**config.mk**
```make
export PLATFORM = sky130hd
export DESIGN_NAME = wvft_cordic_cell
export DESIGN_NICKNAME = d
export VERILOG_FILES = /design/src/rtl/wvft_pkg.sv /design/src/rtl/wvft_cordic_cell.sv
export SDC_FILE = /design/constraint.sdc
export NUM_CORES = 1
export LEC_CHECK = 0
export ABC_AREA = 0
export BUFFER_PORTS_ARGS = -buffer_cell sky130_fd_sc_hd__buf_2
export CAP_MARGIN = 40
export CORE_MARGIN = 1
export CORE_UTILIZATION = 57
export CTS_CLUSTER_SIZE = 30
export DETAILED_ROUTE_END_ITERATION = 6
export PLACE_DENSITY = 0.87
export SLEW_MARGIN = 5
export SYNTH_ARGS = -nofsm -noshare
export SYNTH_HDL_FRONTEND = slang
export SYNTH_SLANG_ARGS = --single-unit
```
**constraint.sdc**
```tcl
create_clock -name clk_i -period 1.37 [get_ports clk_i]
set_clock_uncertainty 0.1 [all_clocks]
set_input_delay 0.137 -clock clk_i [delete_from_list [all_inputs] [get_ports clk_i]]
set_output_delay 0.137 -clock clk_i [all_outputs]
set_load 0.03 [all_outputs]
```
**src/rtl/wvft_pkg.sv**
```systemverilog
// ----------------------------------------------------------------------------
// wvft_pkg: shared types, constants and functions
// Beat formats, CORDIC cell payload, angle constants and arctangent table
// for the world-to-vehicle frame transform.
// ----------------------------------------------------------------------------
package wvft_pkg;

  localparam int unsigned HEADING_W          = 26;
  localparam int unsigned COORD_W            = 32;
  localparam int unsigned DIFF_W             = COORD_W + 1;
  localparam int unsigned CS_W               = 32;
  localparam int unsigned Z_W                = 25;
  localparam int unsigned ANG_W              = 27;
  localparam int unsigned COEF_W             = 31;
  localparam int unsigned PROD_W             = 64;
  localparam int unsigned SUM_W              = PROD_W + 1;
  localparam int unsigned FRAC_SHIFT         = 28;
  localparam int unsigned LOC_W              = SUM_W - FRAC_SHIFT;
  localparam int unsigned CM_W               = LOC_W + 7;
  localparam int unsigned SAT_IN_W           = 48;
  localparam int unsigned ATAN_ENTRIES       = 24;
  localparam int unsigned TRIG_ITERATIONS_DEF = 16;

  localparam logic signed [ANG_W-1:0] DEG360 = 27'sd23592960;
  localparam logic signed [ANG_W-1:0] DEG180 = 27'sd11796480;
  localparam logic signed [ANG_W-1:0] DEG90  = 27'sd5898240;

  localparam logic signed [CS_W-1:0]   CORDIC_K  = 32'sd652032874;
  localparam logic signed [SUM_W-1:0]  ROUND_ADD = 65'sd134217728;
  localparam logic signed [CM_W-1:0]   CM_SCALE  = 44'sd100;

  localparam logic signed [SAT_IN_W-1:0] SAT_MAX = 48'sd2147483647;
  localparam logic signed [SAT_IN_W-1:0] SAT_MIN = -48'sd2147483648;

  typedef struct packed {
    logic signed [HEADING_W-1:0] heading_deg;
    logic signed [COORD_W-1:0]   vehicle_x;
    logic signed [COORD_W-1:0]   vehicle_y;
    logic signed [COORD_W-1:0]   point_x;
    logic signed [COORD_W-1:0]   point_y;
  } in_beat_t;

  typedef struct packed {
    logic signed [COORD_W-1:0] local_x_m;
    logic signed [COORD_W-1:0] local_y_m;
    logic signed [COORD_W-1:0] local_x_cm;
    logic signed [COORD_W-1:0] local_y_cm;
  } out_beat_t;

  typedef struct packed {
    logic                     neg;
    logic signed [CS_W-1:0]   x;
    logic signed [CS_W-1:0]   y;
    logic signed [Z_W-1:0]    z;
    logic signed [DIFF_W-1:0] dx;
    logic signed [DIFF_W-1:0] dy;
  } cell_t;

  function automatic logic signed [Z_W-1:0] atan_deg(input int unsigned idx);
    logic signed [Z_W-1:0] r;
    case (idx)
      0:  r = 25'sd2949120;
      1:  r = 25'sd1740967;
      2:  r = 25'sd919879;
      3:  r = 25'sd466945;
      4:  r = 25'sd234379;
      5:  r = 25'sd117304;
      6:  r = 25'sd58666;
      7:  r = 25'sd29335;
      8:  r = 25'sd14668;
      9:  r = 25'sd7334;
      10: r = 25'sd3667;
      11: r = 25'sd1833;
      12: r = 25'sd917;
      13: r = 25'sd458;
      14: r = 25'sd229;
      15: r = 25'sd115;
      16: r = 25'sd57;
      17: r = 25'sd29;
      18: r = 25'sd14;
      19: r = 25'sd7;
      20: r = 25'sd4;
      21: r = 25'sd2;
      22: r = 25'sd1;
      default: r = 25'sd0;
    endcase
    return r;
  endfunction

  function automatic logic signed [COORD_W-1:0] sat32(input logic signed [SAT_IN_W-1:0] v);
    logic signed [COORD_W-1:0] r;
    if (v > SAT_MAX) begin
      r = SAT_MAX[COORD_W-1:0];
    end else if (v < SAT_MIN) begin
      r = SAT_MIN[COORD_W-1:0];
    end else begin
      r = v[COORD_W-1:0];
    end
    return r;
  endfunction

endpackage

```
**src/rtl/wvft_cordic_cell.sv**
```systemverilog
// ----------------------------------------------------------------------------
// wvft_cordic_cell: one rotation step of the CORDIC chain
// Rotates (x, y) by plus or minus atan(2^-STEP) degrees towards z = 0 and
// hands the result and the carried differences to the next cell.
// ----------------------------------------------------------------------------
module wvft_cordic_cell #(
  parameter int unsigned STEP = 0
) (
  input  logic            clk_i,
  input  logic            rst_ni,
  input  logic            en_i,
  input  logic            valid_i,
  input  wvft_pkg::cell_t cell_i,
  output logic            valid_o,
  output wvft_pkg::cell_t cell_o
);

  localparam logic signed [wvft_pkg::Z_W-1:0] ATAN = wvft_pkg::atan_deg(STEP);

  logic signed [wvft_pkg::CS_W-1:0] x, y, xs, ys;
  logic                             valid_q;
  wvft_pkg::cell_t                  cell_d, cell_q;

  always_comb begin
    x      = cell_i.x;
    y      = cell_i.y;
    xs     = x >>> STEP;
    ys     = y >>> STEP;
    cell_d = cell_i;
    if (!cell_i.z[wvft_pkg::Z_W-1]) begin
      cell_d.x = x - ys;
      cell_d.y = y + xs;
      cell_d.z = cell_i.z - ATAN;
    end else begin
      cell_d.x = x + ys;
      cell_d.y = y - xs;
      cell_d.z = cell_i.z + ATAN;
    end
  end

  always_ff @(posedge clk_i or negedge rst_ni) begin
    if (!rst_ni) begin
      valid_q <= 1'b0;
    end else if (en_i) begin
      valid_q <= valid_i;
    end
  end

  always_ff @(posedge clk_i) begin
    if (en_i) begin
      cell_q <= cell_d;
    end
  end

  assign valid_o = valid_q;
  assign cell_o  = cell_q;

endmodule

```
==> results of run 1 <==
[through the flow]
step	cells	setup TNS, ps
floorplan	1012	-46630
global placement	1852	-76570
detailed placement	1852	-84610
[cell families after synthesis]
family	Yosys count	share of synthesized area [%]
buffers and inverters	150	5.79
muxes	14	1.41
adders and majority gates	105	13.0
and+or+nand+nor	210	9.73
xor gates and xnor gates	67	5.73
AOI/OAI and AO/OA	310	19.2
DFF	156	45.1
[synth_stat cells (all sizes together), types with 5 or more instances]
master | number | share of area [%]
clkbuf | 21 | 0.76
nand2 | 43 | 1.6
a2111oi | 6 | 0.57
inv | 101 | 3.7
xnor2 | 60 | 5.1
a211oi | 13 | 0.94
nor2 | 78 | 2.8
a311oi | 5 | 0.48
o211ai | 8 | 0.58
nand4 | 7 | 0.42
nand3 | 12 | 0.58
nor3 | 20 | 0.97
o31ai | 11 | 0.89
nor2b | 11 | 0.66
edfxtp | 155 | 45
o21ai | 63 | 3.0
nor4 | 6 | 0.36
mux2i | 12 | 1.2
a31oi | 11 | 0.72
a21oi | 104 | 5.1
a21o | 24 | 1.7
nand2b | 7 | 0.42
o21bai | 16 | 1.2
o21a | 6 | 0.43
buf | 24 | 1.2
ha | 101 | 12
xor2 | 7 | 0.59
==> impl_metrics.yaml, run 1 <==
status:
  outcome: "stopped before the end"
  lastStage: "clock tree synthesis (4_1_cts)"
  tool.error: "[ERROR DPL-0038] Utilization greater than 100%, impossible to legalize"
clock_tree:
  post-cts-setup-buffers: 58
  numCtsBuffers: 17
  cts-resized-gates: 218
  clock_path_buffers: 2
  cts_hold_buf: 87
  clock_sinks: 156
  h-tree-depth: 4
  root_buffer: "clkbuf_16"
synth:
  syn_area_um2: 10400
  synth_area_per_cell_um2: 10.2
  seq_area_frac_synth_pct: 45.1
  synthesis.nets: 1277
  synth-seq-cells: 156
  netlist_instances: 1012
  ys_async_sr_fraction_pct: 0.641
  ys_warn_count: 0
  ys.flop_type: "edfxtp_1"
  synth_edf_count: 155
  netlist-cell-type-count: 75
placement:
  pre_cts_slack_ps: -1950
  post-dp-hpwl_um: 35100
  port_buffers: 316
  place_area_um2: 15400
  finalWeightedCongestion: 0.986
floorplan:
  boundaryPins: 317
  die_y_um: 137
  start_util_pct: 59.1
  rows: 48
  die_w_um: 137
==> run 2: changes to the inputs <==
- CORE_UTILIZATION: 57 -> 40
- CTS_CLUSTER_SIZE: 30 -> unset
- PLACE_DENSITY: 0.87 -> unset
- PLACE_DENSITY_LB_ADDON: unset -> 0.15
==> run 2 against run 1 <==
Against the previous run: synthesized cell count is the same; synthesized area is the same; the flow now finishes, with violations (setup timing).
==> impl_metrics.yaml, run 2 <==
status:
  outcome: "complete, but fails checks"
  violations: "setup timing"
clock_tree:
  numCtsBuffers: 17
  clock_path_buffers: 2
  root_buffer: "clkbuf_16"
  clock_latency_ps: 420
  h-tree-depth: 4
  clock_sinks: 156
  cts_tree: "yes"
  clkTransAtPathRegs_ps: 70
route:
  vias: 11009
  vias_per_cell: 5.23
  first_pass_iters: 5
  first_iter_violations: 1100
  post_drt_wl_per_cell_um: 19.7
  drc: 0
  drt-total-wl_um: 41400
  antenna_left: 0
final_layout:
  final_common_cell: "buf_4"
  stdcell_count: 2105
  seq_area_um2: 4680
  final_cell_mix: "buf_4 (331), buf_2 (294), edfxtp_1 (155)"
  fin_nets: 2027
  layout-drive-gt1-share_pct: 52.0
  synthToLayoutAreaGrowth_pct: 76.3
  insertedDiodeCount: 0
  largest_register_ffs: 155
  nFillCells: 1805
  multiInputGateArea_um2: 6480
floorplan:
  dieArea_um2: 26600
  die_y_um: 163
  start_util_pct: 40.9
  die_w_um: 163
  rows: 58
  boundaryPins: 317
  core_area_um2: 25300
synth:
  syn_area_um2: 10400
  netlist.area_leader.share_pct: 44.9
  synth_edf_count: 155
  synth_area_per_cell_um2: 10.2
  ys_top_cells_by_area: "edfxtp_1 (45%), ha_1 (12%), xnor2_1 (5.0%)"
  ys.flop_type: "edfxtp_1"
  netlist_instances: 1012
  synth.most_common_cell: "edfxtp_1"
  yosysTopAreaCell: "edfxtp_1"
  seq_area_frac_synth_pct: 45.1
  synthesis.nets: 1277
  ys_warn_count: 0
  netlist_top_cells_count: "edfxtp_1 (155), a21oi_1 (103), ha_1 (101)"
  ys_async_sr_fraction_pct: 0.641
  netlist-cell-type-count: 75
  synth-seq-cells: 156
timing:
  hold_ws_ps: 45.9
  period_share_pct: 190
  finalWorstSetupSlack_ps: -1230
  final_max_slew_viol_count: 0
  rsz0062_at_grt: "true"
  finalHoldViolations: 0
  finalCriticalPeriod_ps: 2600
  max_freq_ghz: 0.385
  worstMarginPinSlew_ps: 541
  relSlewSlack_pct: 63.6
  setup_viol: 56
  tns_ps: -47480
setup_path:
  cp.arrival_ps: 2670
  worstSetupPathType: "in2reg"
  cpPeakStageDelay_ps: 420
  slowest_stage: "or4_4"
  worst-path-buf-inv: 2
  worstPathCellList: "buf_12 -> inv_12 -> ha_4 -> fa_2 -> and4b_2 -> o2111ai_2 -> and4b_4 -> or4_4 -> nand2_2 -> a311oi_2 -> o211a_1 -> mux2_4 -> xnor2_2"
  critPathCaptureType: "flop"
  setup.worst_path.start_class: "input port"
  cp_max_fo: 3
  worst_ep_required_time_ps: 1440
  cp_top_family: "simple AND/OR/NAND/NOR gates"
grt:
  grt_pass1_wl_um: 60600
  grt_start_max_net_pins: 48
  antenna_found_initial: 0
  gr-usage-all-layers_pct: 30.2
  gr-total-overflow: 0
  grt_pass1_vias: 10994
placement:
  placedCellCount: 1952
  port_buffers: 316
  pre_cts_slack_ps: -1840
  post-dp-hpwl_um: 30600
  finalWeightedCongestion: 0.912
power_and_ir_drop:
  p_per_area_nw_per_um2: 1020
  peakVddDrop_mv: 0.838
  cellLeakagePower_nw: 8.23
  power_mw: 18.6
min_path:
  holdCritPathClass: "in2reg"
job:
  drv_cap: 0
## run 2: cell counts after synthesis
Identical to the previous run, type by type.
## run 2: path summary, 6_finish.rpt
check / start / end / slack (ps) / cells after the start
min in group asynchronous: rst_ni / valid_o / 450 / 3
max: cell_i[123] / cell_o[153] / -1230 / 13
max in group asynchronous: rst_ni / valid_o / 620 / 3
min: cell_i[89] / cell_o[90] / 50 / 3
max reg2reg: valid_o / valid_o / 530 / 1
min reg2reg: valid_o / valid_o / 410 / 1
## run 2: kinds of logic after synthesis
kind of cell	count (synthesis)	synth area share [%]
adders and majority gates	105	13.0
and+or+nand+nor	210	9.73
DFF	156	45.1
buffers and inverters	150	5.79
AOI/OAI and AO/OA	310	19.2
muxes	14	1.41
xor gates and xnor gates	67	5.73
## run 2: final cells by class
cell class | count | share of cell area, %
clock buffers | 17 | 2.33
clock inverters | 15 | 0.952
inverters | 105 | 2.58
multi-input cells | 706 | 35.4
flip-flops and latches | 156 | 25.6
well taps | 330 | 2.26
repair buffers | 776 | 30.8
## run 2: repair_timing
| action | 4_1_cts | 5_1_grt |
|---|---|---|
| hold endpoints to repair | 86 | 1 |
| gates resized for setup | 167 | 62 |
| setup endpoints to repair | 58 | 58 |
| hold buffers | 87 | 1 |
| pin swaps | 107 | 64 |
| buffers inserted | 31 | 17 |
## run 2: stage by stage
step	util [%]	cell area, um2
2_1_floorplan	-	11200
3_3_place_gp	61.1	15500
3_5_place_dp	61.1	15500
4_1_cts	70.5	17900
5_1_grt	72.2	18300
6_report	72.2	18300
## run 2: where the power goes
group / total (mW) / internal (mW) / switching (mW)
Combinational: 7.57 / 3.29 / 4.27
Clock: 4.90 / 2.47 / 2.43
Sequential: 6.18 / 5.98 / 0.197
Total: 18.6 / 11.7 / 6.90
## run 2: per-layer routing
layer  track usage (%)  wire, um  vias to the layer above
met5                 0         0                        -
met4              13.8      1720                        0
met3              4.41      2610                       81
met2              52.4     20500                      483
met1              36.9     16600                     5276
li1                  -         -                     5169
(Power assumes the default switching activity.)
==> run 3: changes to the inputs <==
--- a/config.mk
+++ b/config.mk
@@ -10,3 +10,2 @@
 export CAP_MARGIN = 40
-export CORE_MARGIN = 1
 export CORE_UTILIZATION = 40
==> constraint.sdc (replaced) <==
create_clock -name clk_i -period 1.37 [get_ports clk_i]
set_clock_uncertainty 0.1 [all_clocks]
set_input_delay 0.0685 -clock clk_i [delete_from_list [all_inputs] [get_ports clk_i]]
set_output_delay 0.0685 -clock clk_i [all_outputs]
set_load 0.03 [all_outputs]
==> run 3 against run 2 <==
Against the previous run: the flow still finishes with violations (setup timing); hold slack better by 16 ps; critical path depth stayed put; combinational power is 0.8% higher; largest cell class unchanged; first-iteration DRC count is 25% lower; sequential cell count stayed put.
==> impl_metrics.yaml, run 3 (synthesis gave the netlist of run 2 again) <==
final_layout:
  nFillCells: 1770
  final_common_cell: "buf_4"
  layout-drive-gt1-share_pct: 53.3
  largest_register_ffs: 155
  multiInputGateArea_um2: 6480
  seq_area_um2: 4680
  final_cell_mix: "buf_4 (346), buf_2 (290), edfxtp_1 (155)"
  insertedDiodeCount: 0
  stdcell_count: 2126
  synthToLayoutAreaGrowth_pct: 78.3
  fin_nets: 2048
  utilization_pct: 73.0
floorplan:
  die_y_um: 163
  dieArea_um2: 26600
  core_area_um2: 25300
  die_w_um: 163
  boundaryPins: 317
  rows: 58
  start_util_pct: 40.9
timing:
  setup_viol: 56
  finalWorstSetupSlack_ps: -1150
  period_share_pct: 184
  finalHoldViolations: 0
  tns_ps: -43970
  relSlewSlack_pct: 67.8
  rsz0062_at_grt: "true"
  finalCriticalPeriod_ps: 2520
  final_max_slew_viol_count: 0
  max_freq_ghz: 0.398
  worstMarginPinSlew_ps: 471
route:
  post_drt_wl_per_cell_um: 19.2
  vias_per_cell: 5.14
  drt-total-wl_um: 40800
  vias: 10935
  first_pass_iters: 5
  drc: 0
  antenna_left: 0
  first_iter_violations: 825
grt:
  grt_pass1_wl_um: 60600
  gr-total-overflow: 0
  antenna_found_initial: 0
  grt_pass1_vias: 11022
  grt_start_max_net_pins: 49
  gr-usage-all-layers_pct: 30.0
setup_path:
  worstSetupPathType: "in2reg"
  cp.arrival_ps: 2580
  cp_max_fo: 2
  setup.worst_path.start_class: "input port"
  critPathCaptureType: "flop"
  worst_ep_required_time_ps: 1440
clock_tree:
  clock_sinks: 156
  clock_latency_ps: 440
  clkTransAtPathRegs_ps: 80
  clock_path_buffers: 2
  root_buffer: "clkbuf_16"
  numCtsBuffers: 17
  h-tree-depth: 4
  cts_tree: "yes"
min_path:
  holdCritPathClass: "in2reg"
power_and_ir_drop:
  p_seq_share_pct: 33.1
  power.share.combinational_pct: 40.9
  power.share.clock_pct: 26.0
  p_per_area_nw_per_um2: 1010
  cellLeakagePower_nw: 8.31
  p_sw_share_pct: 36.1
  peakVddDrop_mv: 0.828
  power_mw: 18.7
  p_int_mw: 11.9
  p_sw_mw: 6.75
placement:
  placedCellCount: 1953
  finalWeightedCongestion: 0.917
  post-dp-hpwl_um: 30500
  port_buffers: 316
job:
  drv_cap: 0
status:
  violations: "setup timing"
  outcome: "complete, but fails checks"
==> run 3: cell count changes in the layout (fill, tap and decap cells not counted), sizes merged <==
cell and change:
clkinv -4, clkbuf +1, dlygate4sd3 +2, buf +19, bufinv +1, clkinvlp +1
inv +1
==> run 3: per-layer routing <==
metal  up-vias  global-route usage, %  routed length [um]
met1      5241                   37.8               17100
li1       5207                      -                   -
met5         -                      0                   0
met4         0                   11.5                1220
met3        64                   3.06                2190
met2       423                   52.7               20300
==> run 3: layout make-up <==
type / count / area share [%]
clock inverter: 14 / 0.805
tap: 330 / 2.23
sequential: 156 / 25.3
multi-input combinational: 706 / 35.1
clock buffer: 18 / 2.32
inverter: 105 / 2.59
timing repair buffer: 797 / 31.7
==> run 3: final timing paths <==
kind / end / from / depth (start not counted) / slack [ps]
max reg2reg: valid_o / valid_o / 1 / 530
min: cell_o[124] / cell_i[92] / 3 / 60
min in group asynchronous: valid_o / rst_ni / 3 / 370
max: cell_o[153] / cell_i[123] / 13 / -1150
min reg2reg: valid_o / valid_o / 1 / 410
max in group asynchronous: valid_o / rst_ni / 3 / 700
==> run 3: power groups by stage <==
stage / sequential, mW / combinational [mW] / clock [mW]
CTS: 6.16 / 7.30 / 4.93
global route: 6.22 / 8.07 / 5.06
global placement: 6.26 / 6.42 / 0
detailed placement: 6.27 / 6.48 / 0
floorplan: 7.42 / 2.47 / 0
finish: 6.18 / 7.63 / 4.87
==> run 3: stage by stage <==
step	setup WS (ps)	hold slack [ps]	cell area [um2]
after detailed placement	-1780	-255	15500
after CTS	-1140	55.6	18100
final	-1150	61.7	18500
after floorplan	-1430	-327	11200
after global placement	-1750	-257	15500
after global routing	-1240	66.5	18500
==> run 3: repair_timing <==
action                     in CTS  in global routing
hold buffers                   90                  0
resized for setup             180                 71
pin swaps                      94                 84
buffers inserted               41                 21
setup endpoints to repair      58                 58
hold endpoints to repair       93                  0
==> run 3: critical path: stages <==
cell and delay [ps]:
buf_12 100, inv_12 30, ha_4 150, fa_2 350, and4b_1 300, o2111ai_2 130, and4b_4 220, or4_4 430
nand2_2 80, a311oi_2 100, o211a_1 220, mux2_4 270, xnor2_2 130
==> run 4: changes to the inputs <==
- clock period: 1.37 -> 2.4 ns (I/O delays scaled with it)
==> run 4 against run 3 <==
Against the previous run: the run still ends with setup timing left; routed wire length down 5.7%; hold slack worse by 42 ps; setup slack better by 960 ps; critical path type unchanged; design area down 9.1%; core utilization down 6.6 points; die area unchanged; critical path depth unchanged; global-route usage down 1.7 points; via count down 5.2%; non-clock buffer count down 105; combinational power down 50%.
==> impl_metrics.yaml, run 4 (synthesis gave the netlist of run 2 again) <==
status:
  outcome: "complete, but fails checks"
  violations: "setup timing"
clock_tree:
  clock_latency_ps: 420
  root_buffer: "clkbuf_16"
  numCtsBuffers: 17
  clock_path_buffers: 2
  cts_tree: "yes"
  clkTransAtPathRegs_ps: 60
  clock_sinks: 156
  h-tree-depth: 4
grt:
  grt_start_max_net_pins: 56
  antenna_found_initial: 2
  grt_pass1_vias: 10154
  gr-usage-all-layers_pct: 28.3
  grt_pass1_wl_um: 56800
  gr-total-overflow: 0
setup_path:
  reg2reg_depth: 1
  worstPathCellList: "buf_12 -> inv_12 -> ha_4 -> fa_2 -> and4b_1 -> o2111ai_2 -> and4b_4 -> or4_4 -> nand2_2 -> a311oi_2 -> o211a_1 -> mux2_4 -> xnor2_2"
  cp_top_family: "simple AND/OR/NAND/NOR gates"
  slowest_stage: "or4_4"
  r2r-end: "valid_o"
  path_depth: 13
  critPathCaptureType: "flop"
  cp_max_fo: 3
  worstSetupPathType: "in2reg"
  worst-path-buf-inv: 2
  setup.worst_path.start_class: "input port"
  reg2reg_slack_ps: 1560
  cpPeakStageDelay_ps: 430
  endpoint: "cell_o[153]"
  reg2reg_from: "valid_o"
  cp.arrival_ps: 2660
  worst_ep_required_time_ps: 2470
  critPathLaunch: "cell_i[123]"
final_layout:
  multiInputGateArea_um2: 5880
  synthToLayoutAreaGrowth_pct: 62.1
  nFillCells: 2003
  seq_area_um2: 4680
  layout-drive-gt1-share_pct: 45.4
  stdcell_count: 2023
  final_common_cell: "buf_2"
  utilization_pct: 66.4
  largest_register_ffs: 155
  fin_nets: 1943
  final_cell_mix: "buf_2 (299), buf_4 (276), edfxtp_1 (155)"
timing:
  setup_viol: 9
  finalHoldViolations: 0
  final_max_slew_viol_count: 0
  period_share_pct: 108
  relSlewSlack_pct: 62.7
  max_freq_ghz: 0.386
  worstMarginPinSlew_ps: 560
  tns_ps: -534
  rsz0062_at_grt: "true"
  finalWorstSetupSlack_ps: -189
  finalCriticalPeriod_ps: 2590
route:
  first_pass_iters: 5
  drt-total-wl_um: 38500
  antenna_left: 0
  post_drt_wl_per_cell_um: 19.0
  first_iter_violations: 1004
  vias: 10362
  vias_per_cell: 5.12
  drc: 0
placement:
  placedCellCount: 1881
  post-dp-hpwl_um: 29300
  finalWeightedCongestion: 0.941
  port_buffers: 316
  pre_cts_slack_ps: -819
floorplan:
  boundaryPins: 317
  core_area_um2: 25300
  dieArea_um2: 26600
  die_w_um: 163
  die_y_um: 163
  rows: 58
  start_util_pct: 40.9
power_and_ir_drop:
  power.share.combinational_pct: 37.2
  p_sw_mw: 3.62
  peakVddDrop_mv: 0.458
  p_per_area_nw_per_um2: 614
  p_sw_share_pct: 35.0
  p_int_mw: 6.71
  power.share.clock_pct: 28.7
  p_seq_share_pct: 34.1
  cellLeakagePower_nw: 7.60
min_path:
  holdCritPathClass: "in2reg"
job:
  drv_cap: 0
[run 4: changes by cell type in the layout (fill, tap and decap cells not counted), sizes merged]
cell         previous run  this run
buf                   707       604
bufinv                  1         3
clkinvlp                3         0
diode                   0         2
dlygate4sd3            90        88
inv                   108       109
[run 4: metal layers]
layer  GRT usage, %  routed length (um)  vias to the layer above
li1               -                   -                     4995
met1           35.9               15900                     4910
met2           49.1               18900                      388
met3           3.57                2340                       69
met4           10.3                1330                        0
met5              0                   0                        -
[run 4: power by group through the flow]
| stage | Clock (mW) | Combinational, mW | Sequential [mW] |
|---|---|---|---|
| floorplan | 0 | 1.27 | 4.24 |
| CTS | 3.00 | 3.66 | 3.51 |
| finish | 2.96 | 3.84 | 3.52 |
| global placement | 0 | 3.40 | 3.56 |
| detailed placement | 0 | 3.42 | 3.57 |
| global route | 3.08 | 4.09 | 3.54 |
[run 4: worst min-delay path by stage]
stage / from / end / slack, ps / cells past startpoint
2_1_floorplan: rst_ni / valid_o / -280 / 0
3_3_place_gp: rst_ni / valid_o / -200 / 1
3_5_place_dp: rst_ni / valid_o / -200 / 1
4_1_cts: cell_i[123] / cell_o[91] / 8 / 3
5_1_grt: cell_i[89] / cell_o[90] / 20 / 3
6_report: cell_i[123] / cell_o[91] / 20 / 3
[run 4: metrics by stage]
stage          hold WS (ps)  power (mW)  area, um2
2_1_floorplan          -276        5.50      10700
3_3_place_gp           -204        6.96      14400
3_5_place_dp           -204        6.99      14400
4_1_cts                8.22        10.2      16200
5_1_grt                19.9        10.7      16800
6_report               19.9        10.3      16800
[run 4: cell type report]
| type | count | share of cell area (%) |
|---|---|---|
| flip-flops and latches | 156 | 27.8 |
| diodes | 2 | 0.0298 |
| inverters | 105 | 2.43 |
| multi-input cells | 706 | 35.0 |
| clock buffers | 18 | 2.55 |
| repair buffers | 692 | 28.5 |
| well taps | 330 | 2.46 |
| clock inverters | 14 | 1.17 |
[run 4: worst min-delay path, delay by kind of cell]
family     cells  cell delay [ps]
buf+inv        2              140
fa+ha+maj      1              120
[run 4: repair_timing]
item,in CTS,in global routing
cloned,0,0
pin swaps,25,52
resized for setup,54,101
setup buffers,6,17
setup endpoints to repair,30,36
endpoints found under the hold margin,87,0
hold buffers,88,0
